[src/rtl/core/sha1_hash_engine_assert.svh]
// Assertion macros for the SHA-1 hash engine.
`ifndef SHA1_HASH_ENGINE_ASSERT_SVH
`define SHA1_HASH_ENGINE_ASSERT_SVH

// Check a property on the rising clock edge, disabled during reset.
`define SHA1_ASSERT_CLK(lbl, prop, msg) \
  lbl: assert property (@(posedge clk_i) disable iff (!rst_ni) prop) else $error(msg);

// Check that a condition implies another in the same cycle.
`define SHA1_ASSERT_IMP(lbl, ante, cons, msg) \
  `SHA1_ASSERT_CLK(lbl, (ante) |-> (cons), msg)

// Check that a condition implies another in the following cycle.
`define SHA1_ASSERT_NXT(lbl, ante, cons, msg) \
  `SHA1_ASSERT_CLK(lbl, (ante) |=> (cons), msg)

`endif

[src/rtl/core/sha1_pkg.sv]
// Shared types and constants of the SHA-1 hash engine.
package sha1_pkg;

  localparam logic OP_ABSORB = 1'b0;
  localparam logic OP_FINISH = 1'b1;

  localparam logic [7:0] PAD_MARK = 8'h80;

  localparam logic [31:0] IV [5] = '{
    32'h67452301, 32'hEFCDAB89, 32'h98BADCFE, 32'h10325476, 32'hC3D2E1F0
  };

  localparam logic [31:0] K0 = 32'h5A827999;
  localparam logic [31:0] K1 = 32'h6ED9EBA1;
  localparam logic [31:0] K2 = 32'h8F1BBCDC;
  localparam logic [31:0] K3 = 32'hCA62C1D6;

  localparam int unsigned RND_W = 7;
  localparam logic [RND_W-1:0] RND_PH1 = 7'd20;
  localparam logic [RND_W-1:0] RND_PH2 = 7'd40;
  localparam logic [RND_W-1:0] RND_PH3 = 7'd60;
  localparam logic [RND_W-1:0] RND_LAST = 7'd79;

  localparam int unsigned BLK_W = 55;
  localparam logic [5:0] FILL_LEN_AT = 6'd56;
  localparam logic [5:0] FILL_LAST = 6'd63;
  localparam logic [2:0] WORD_LAST = 3'd4;

  typedef struct packed {
    logic [31:0] a;
    logic [31:0] b;
    logic [31:0] c;
    logic [31:0] d;
    logic [31:0] e;
  } work_t;

endpackage

[src/rtl/core/sha1_round.sv]
// One SHA-1 round and the next message schedule word.
module sha1_round (
  input  sha1_pkg::work_t                  work_i,
  input  logic [sha1_pkg::RND_W-1:0]       rnd_i,
  input  logic [511:0]                     win_i,
  output sha1_pkg::work_t                  work_o,
  output logic [31:0]                      wnew_o
);

  logic [31:0] wt;
  logic [31:0] mix;
  logic [31:0] f;
  logic [31:0] k;
  logic [31:0] t;

  assign wt  = win_i[511:480];
  assign mix = win_i[95:64] ^ win_i[255:224] ^ win_i[447:416] ^ wt;
  assign wnew_o = {mix[30:0], mix[31]};

  always_comb begin
    if (rnd_i < sha1_pkg::RND_PH1) begin
      f = (work_i.b & work_i.c) | (~work_i.b & work_i.d);
      k = sha1_pkg::K0;
    end else if (rnd_i < sha1_pkg::RND_PH2) begin
      f = work_i.b ^ work_i.c ^ work_i.d;
      k = sha1_pkg::K1;
    end else if (rnd_i < sha1_pkg::RND_PH3) begin
      f = (work_i.b & work_i.c) | (work_i.b & work_i.d) | (work_i.c & work_i.d);
      k = sha1_pkg::K2;
    end else begin
      f = work_i.b ^ work_i.c ^ work_i.d;
      k = sha1_pkg::K3;
    end
  end

  assign t = {work_i.a[26:0], work_i.a[31:27]} + f + work_i.e + k + wt;

  assign work_o.a = t;
  assign work_o.b = work_i.a;
  assign work_o.c = {work_i.b[1:0], work_i.b[31:2]};
  assign work_o.d = work_i.c;
  assign work_o.e = work_i.d;

endmodule

[src/rtl/core/sha1_hash_engine.sv]
// Top level of the byte-stream SHA-1 hash engine.
// Absorb transaction: the 64th byte of a block also starts its compression (80 rounds, then the add).
// Finish transaction: one pad or length byte per cycle to the block end, through a second block
// when the length no longer fits, each full block compressed on the way, then five words.
// The single round unit sets the sustained rate; no new byte is taken while a block is compressed.
// Reset (async, active low) loads the IV and clears counters; the buffer is not cleared.
`include "sha1_hash_engine_assert.svh"

module sha1_hash_engine (
  input  logic        clk_i,
  input  logic        rst_ni,
  input  logic        s_axis_tvalid_i,
  output logic        s_axis_tready_o,
  input  logic [7:0]  s_axis_tdata_i,   // [7:0] data_byte
  input  logic        s_axis_tuser_i,   // [0] op
  output logic        m_axis_tvalid_o,
  input  logic        m_axis_tready_i,
  output logic [39:0] m_axis_tdata_o,   // [31:0] digest_word, [34:32] word_index, [39:35] zero
  output logic        m_axis_tlast_o
);

  typedef enum logic [2:0] {
    ST_IDLE,
    ST_PAD,
    ST_LEN,
    ST_ROUND,
    ST_ADD,
    ST_OUT
  } state_e;

  state_e                        state_q, state_d;
  state_e                        ret_q, ret_d;
  logic [5:0]                    fill_q, fill_d;
  logic [sha1_pkg::BLK_W-1:0]    blk_q, blk_d;
  logic                          mark_q, mark_d;
  logic [sha1_pkg::RND_W-1:0]    rnd_q, rnd_d;
  logic [2:0]                    idx_q, idx_d;
  logic [31:0]                   h_q [5];
  logic [31:0]                   h_d [5];
  logic [511:0]                  buf_q, buf_d;
  logic [63:0]                   len_q, len_d;
  sha1_pkg::work_t               wk_q, wk_d;

  sha1_pkg::work_t               wk_next;
  logic [31:0]                   wnew;
  logic [7:0]                    pad_byte;

  sha1_round u_round (
    .work_i (wk_q),
    .rnd_i  (rnd_q),
    .win_i  (buf_q),
    .work_o (wk_next),
    .wnew_o (wnew)
  );

  assign s_axis_tready_o = (state_q == ST_IDLE);
  assign m_axis_tvalid_o = (state_q == ST_OUT);
  assign m_axis_tdata_o  = {5'b0, idx_q, h_q[idx_q]};
  assign m_axis_tlast_o  = (idx_q == sha1_pkg::WORD_LAST);
  assign pad_byte        = mark_q ? sha1_pkg::PAD_MARK : 8'h00;

  always_comb begin
    state_d = state_q;
    ret_d   = ret_q;
    fill_d  = fill_q;
    blk_d   = blk_q;
    mark_d  = mark_q;
    rnd_d   = rnd_q;
    idx_d   = idx_q;
    h_d     = h_q;
    buf_d   = buf_q;
    len_d   = len_q;
    wk_d    = wk_q;
    case (state_q)
      ST_IDLE: begin
        if (s_axis_tvalid_i) begin
          if (s_axis_tuser_i == sha1_pkg::OP_FINISH) begin
            len_d   = {blk_q, fill_q, 3'b000};
            mark_d  = 1'b1;
            state_d = ST_PAD;
          end else begin
            buf_d  = {buf_q[503:0], s_axis_tdata_i};
            fill_d = fill_q + 6'd1;
            if (fill_q == sha1_pkg::FILL_LAST) begin
              blk_d   = blk_q + sha1_pkg::BLK_W'(1);
              wk_d    = {h_q[0], h_q[1], h_q[2], h_q[3], h_q[4]};
              rnd_d   = '0;
              ret_d   = ST_IDLE;
              state_d = ST_ROUND;
            end
          end
        end
      end
      ST_PAD: begin
        buf_d  = {buf_q[503:0], pad_byte};
        mark_d = 1'b0;
        fill_d = fill_q + 6'd1;
        if (fill_q == sha1_pkg::FILL_LAST) begin
          wk_d    = {h_q[0], h_q[1], h_q[2], h_q[3], h_q[4]};
          rnd_d   = '0;
          ret_d   = ST_PAD;
          state_d = ST_ROUND;
        end else if (fill_d == sha1_pkg::FILL_LEN_AT) begin
          state_d = ST_LEN;
        end
      end
      ST_LEN: begin
        buf_d  = {buf_q[503:0], len_q[63:56]};
        len_d  = {len_q[55:0], 8'h00};
        fill_d = fill_q + 6'd1;
        if (fill_q == sha1_pkg::FILL_LAST) begin
          wk_d    = {h_q[0], h_q[1], h_q[2], h_q[3], h_q[4]};
          rnd_d   = '0;
          ret_d   = ST_OUT;
          state_d = ST_ROUND;
        end
      end
      ST_ROUND: begin
        wk_d  = wk_next;
        buf_d = {buf_q[479:0], wnew};
        rnd_d = rnd_q + sha1_pkg::RND_W'(1);
        if (rnd_q == sha1_pkg::RND_LAST) begin
          state_d = ST_ADD;
        end
      end
      ST_ADD: begin
        h_d[0]  = h_q[0] + wk_q.a;
        h_d[1]  = h_q[1] + wk_q.b;
        h_d[2]  = h_q[2] + wk_q.c;
        h_d[3]  = h_q[3] + wk_q.d;
        h_d[4]  = h_q[4] + wk_q.e;
        idx_d   = '0;
        state_d = ret_q;
      end
      ST_OUT: begin
        if (m_axis_tready_i) begin
          if (idx_q == sha1_pkg::WORD_LAST) begin
            h_d     = sha1_pkg::IV;
            blk_d   = '0;
            fill_d  = '0;
            idx_d   = '0;
            state_d = ST_IDLE;
          end else begin
            idx_d = idx_q + 3'd1;
          end
        end
      end
      default: begin
        state_d = ST_IDLE;
      end
    endcase
  end

  always_ff @(posedge clk_i or negedge rst_ni) begin
    if (!rst_ni) begin
      state_q <= ST_IDLE;
      ret_q   <= ST_IDLE;
      fill_q  <= '0;
      blk_q   <= '0;
      mark_q  <= 1'b0;
      rnd_q   <= '0;
      idx_q   <= '0;
      h_q     <= sha1_pkg::IV;
    end else begin
      state_q <= state_d;
      ret_q   <= ret_d;
      fill_q  <= fill_d;
      blk_q   <= blk_d;
      mark_q  <= mark_d;
      rnd_q   <= rnd_d;
      idx_q   <= idx_d;
      h_q     <= h_d;
    end
  end

  always_ff @(posedge clk_i) begin
    buf_q <= buf_d;
    len_q <= len_d;
    wk_q  <= wk_d;
  end

  `SHA1_ASSERT_IMP(a_no_in_while_out, m_axis_tvalid_o, !s_axis_tready_o, "input taken while digest pending")
  `SHA1_ASSERT_IMP(a_round_range, state_q == ST_ROUND, rnd_q <= sha1_pkg::RND_LAST, "round counter out of range")
  `SHA1_ASSERT_IMP(a_len_fill, state_q == ST_LEN, fill_q >= sha1_pkg::FILL_LEN_AT, "length field misplaced")
  `SHA1_ASSERT_NXT(a_reinit, m_axis_tvalid_o && m_axis_tready_i && m_axis_tlast_o, (state_q == ST_IDLE) && (fill_q == 6'd0) && (h_q[0] == sha1_pkg::IV[0]), "engine not reinitialized")

endmodule

[config.mk]
export PLATFORM = sky130hd
export DESIGN_NAME = sha1_hash_engine
export DESIGN_NICKNAME = d
export VERILOG_FILES = /design/src/rtl/core/sha1_pkg.sv /design/src/rtl/core/sha1_round.sv /design/src/rtl/core/sha1_hash_engine.sv
export VERILOG_INCLUDE_DIRS = /design/src /design/src/rtl/core
export SDC_FILE = /design/constraint.sdc
export NUM_CORES = 2
export LEC_CHECK = 0
export BUFFER_PORTS_ARGS = -buffer_cell sky130_fd_sc_hd__buf_2
export CORE_MARGIN = 2
export CORE_UTILIZATION = 40
export CTS_CLUSTER_SIZE = 12
export DETAILED_ROUTE_END_ITERATION = 10
export PLACE_DENSITY = 0.58
export SYNTH_ARGS = -nofsm -noshare
export SYNTH_HDL_FRONTEND = slang
export SYNTH_SLANG_ARGS = --single-unit
[constraint.sdc]
create_clock -name clk_i -period 43.1 [get_ports clk_i]
set_input_delay 8.62 -clock clk_i [delete_from_list [all_inputs] [get_ports clk_i]]
set_output_delay 8.62 -clock clk_i [all_outputs]
set_load 0.02 [all_outputs]
==> summary.md <==
| Metric | Value |
|---|---|
| Total GRT Usage | 20.89% |
| Number of buffers inserted for hold repair after clock tree synthesis | 0 |
| Critical path fanouts, max | 25 |
| Min-delay worst type | reg -> reg |
| Maximum vdd drop | 0.03199 mV |
| Setup slack at placement | 31200 ps |
| Clock-pin slew on the worst setup and hold paths | 60 ps |
| Total number of placement rows | 136 |
| Largest buffer count on any clock path | 3 |
| Synth area leaders | edfxtp_1 (40%), nand2_1 (13%), dfrtp_1 (7.1%), ha_1 (4.6%), fa_1 (4.2%) |
| Antenna Diode Count | 0 |
| Most area-hungry cell type in the Yosys netlist | edfxtp_1 |
| Leakage Power | 27.20 nW |
| CTS buffer count | 111 |
| Setup violators final | 0 |
| Type of element launching the critical path | register |
| Core area | 137500 µm² |
| CTS tree | yes |
| Die Y | 376.3 µm |
| Setup CP Type | reg -> out |
| Starting Density | 40.33% |
| Highest clock rate | 0.08456 GHz |
| Yosys warns | 0 |
| Leading cell types by count after synthesis | nand2_1 (1972), edfxtp_1 (733), inv_1 (319) |
| Total Routed Length | 149.6 mm |
| Layout area overhead | 10.13% |
| Worst Clk Skew | 64.45 ps |
| Number of global-route vias before repair | 39.21k |
| Final worst path period share | 27.44% |
| Share of layout cells above drive strength 1 | 8.121% |
| Number of detailed-route iterations in the first pass | 6 |
| Vias/cell | 5.303 |
| Initial antenna violation count | 1 |
| Run status | completed |
| Die area | 141600 µm² |
| Worst endpoint required time | 34480 ps |
| Clock sinks | 970 |
| Slew headroom | 25.65% |
| DRC violations left | 0 |
| Antenna Nets Post-Route | 0 |
| Post-cts gate resize count | 0 |
| Net total in the final layout | 6040 |
| Critical Path Sink Type | primary output |
| Area share of the largest cell type after synthesis | 39.69% |
| Total power density per cell area | 31.98 nW/µm² |
| Final HPWL from detailed placement | 102.1 mm |
| Pin count of the biggest net entering global routing | 191 |
| Sum of negative setup slack | 0 ps |
| Crit path DAT | 3210 ps |
| Horizontal die dimension | 376.3 µm |
| Number of fill cells in the layout | 13.17k |
| FF+latch count, synth | 970 |
| Worst-Skew Late Latency | 760 ps |
| Cell count after synthesis | 5745 |
| Count leader, synth | nand2_1 |
| Worst-margin pin slew | 1115 ps |
| Grt ovf | 0 |
| Number of buffers added for setup after CTS | 0 |
| Proportion of register bits with asynchronous set or reset after synthesis | 24.43% |
| Count of flip-flops with a built-in enable after synthesis | 733 |
| Cell at the root of the clock tree | clkbuf_16 |
| Seq/Total Area, Yosys | 50.57% |
| Cell variety after synth | 98 |
| RSZ-0062 raised after global routing | no |
| Final critical-path setup slack | 31270 ps |
| Most instantiated flip-flop cell in the synthesis netlist | edfxtp_1 |
| Netlist area before placement | 55460 µm² |
| Mean Syn Cell Area | 9.653 µm² |
| Drt wl/cell | 19.71 µm |
| Iteration-0 DRC Markers | 3709 |
| IO Count | 56 |
| Minimum clock period | 11830 ps |
| Routability congestion estimate | 0.8970 |
| Fin. max-slew vios | 0 |
| Wire length of the first global-routing pass | 231.8 mm |
| Number of failing hold endpoints at the final stage | 0 |
| Port Buffers | 50 |
| Number of H-tree levels | 3 |
| Number of max-cap violations | 0 |
| Via count | 40.27k |
[critical path, stage by stage (launching register included)]
cell and delay [ps]:
dfrtp_2 630, buf_4 540, mux4_2 340, inv_1 40, o21ai_0 500, buf_2 280
[path summary, 6_finish.rpt]
check | start | to | slack, ps | depth (start not counted)
max | idx_q[0]$_DFFE_PN0P_ | m_axis_tdata_o[12] | 31270 | 5
min | ret_q[0]$_DFFE_PN0P_ | ret_q[0]$_DFFE_PN0P_ | 490 | 2
max reg2reg | rnd_q[2]$_DFFE_PN0P_ | wk_q[159]$_DFFE_PP_ | 36740 | 18
min reg2reg | ret_q[0]$_DFFE_PN0P_ | ret_q[0]$_DFFE_PN0P_ | 490 | 2
max in group asynchronous | rst_ni | h_q[143]$_DFFE_PN0P_ | 33190 | 3
min in group asynchronous | rst_ni | h_q[63]$_DFFE_PN0P_ | 7900 | 1
[layout by cell type (no fill, tap or decap), types with 47 or more instances in the layout]
| cell type | n |
|---|---|
| a21oi_1 | 239 |
| xor2_1 | 115 |
| fa_1 | 117 |
| nand3_1 | 47 |
| nand2_1 | 1971 |
| ha_1 | 206 |
| mux2_2 | 52 |
| dfstp_2 | 80 |
| clkbuf_16 | 112 |
| o21ai_0 | 317 |
| edfxtp_1 | 733 |
| nor2_1 | 226 |
| xnor2_1 | 181 |
| buf_2 | 49 |
| inv_1 | 319 |
| dfrtp_1 | 155 |
| a21o_1 | 96 |
[state kept, by name, summed over array words and instances, names as in the netlist]
name and count:
fill_q 6, ret_q 2, h_q 160, idx_q 3, state_q 3, rnd_q 7, len_q 61, mark_q 1
blk_q 55, wk_q 160, buf_q 512
[cell families after synthesis]
| logic type | count (synthesis) | share of synthesized area, % |
|---|---|---|
| buffers and inverters | 574 | 3.948 |
| adders and majority gates | 323 | 8.871 |
| DFF | 970 | 50.57 |
| and+or+nand+nor | 2505 | 18.39 |
| other | 1 | 0.006762 |
| muxes | 118 | 2.969 |
| xor gates and xnor gates | 296 | 4.675 |
| AOI/OAI and AO/OA | 958 | 10.57 |
[routing by layer]
layer	routed length (µm)	GRT usage, %	vias up
met4	5100	7.026	0
met3	6476	2.633	229
li1	-	-	19447
met1	68600	29.10	19696
met5	0	0	-
met2	69460	33.71	902
[metrics by stage]
| step | util (%) | instances | power, W | area [µm²] | hold WS (ps) |
|---|---|---|---|---|---|
| 2_1_floorplan | - | 5749 | 0.001018 | 55470 | 449.7 |
| 3_3_place_gp | 41.77 | 7385 | 0.001025 | 57430 | 465.7 |
| 3_5_place_dp | 41.77 | 7385 | 0.001025 | 57430 | 474.1 |
| 4_1_cts | 44.42 | 7594 | 0.001975 | 61070 | 488.2 |
| 5_1_grt | 44.42 | 7594 | 0.002007 | 61070 | 529.4 |
| 6_report | 44.42 | 7594 | 0.001953 | 61070 | 486.9 |
[layout make-up]
type	count	area, µm²	area share [%]
sequential	970	28040	45.92
tap	1794	2245	3.675
inverter	322	1209	1.979
clock inverter	52	548.0	0.8974
timing repair buffer	94	615.6	1.008
clock buffer	157	3092	5.062
multi-input combinational	4205	25320	41.46
[power by group]
group / switching [W] / internal, W
logic: 0.00000805 / 0.00000251
registers: 0.000000335 / 0.000995
clock network: 0.000409 / 0.000538
(Power assumes the default switching activity.)
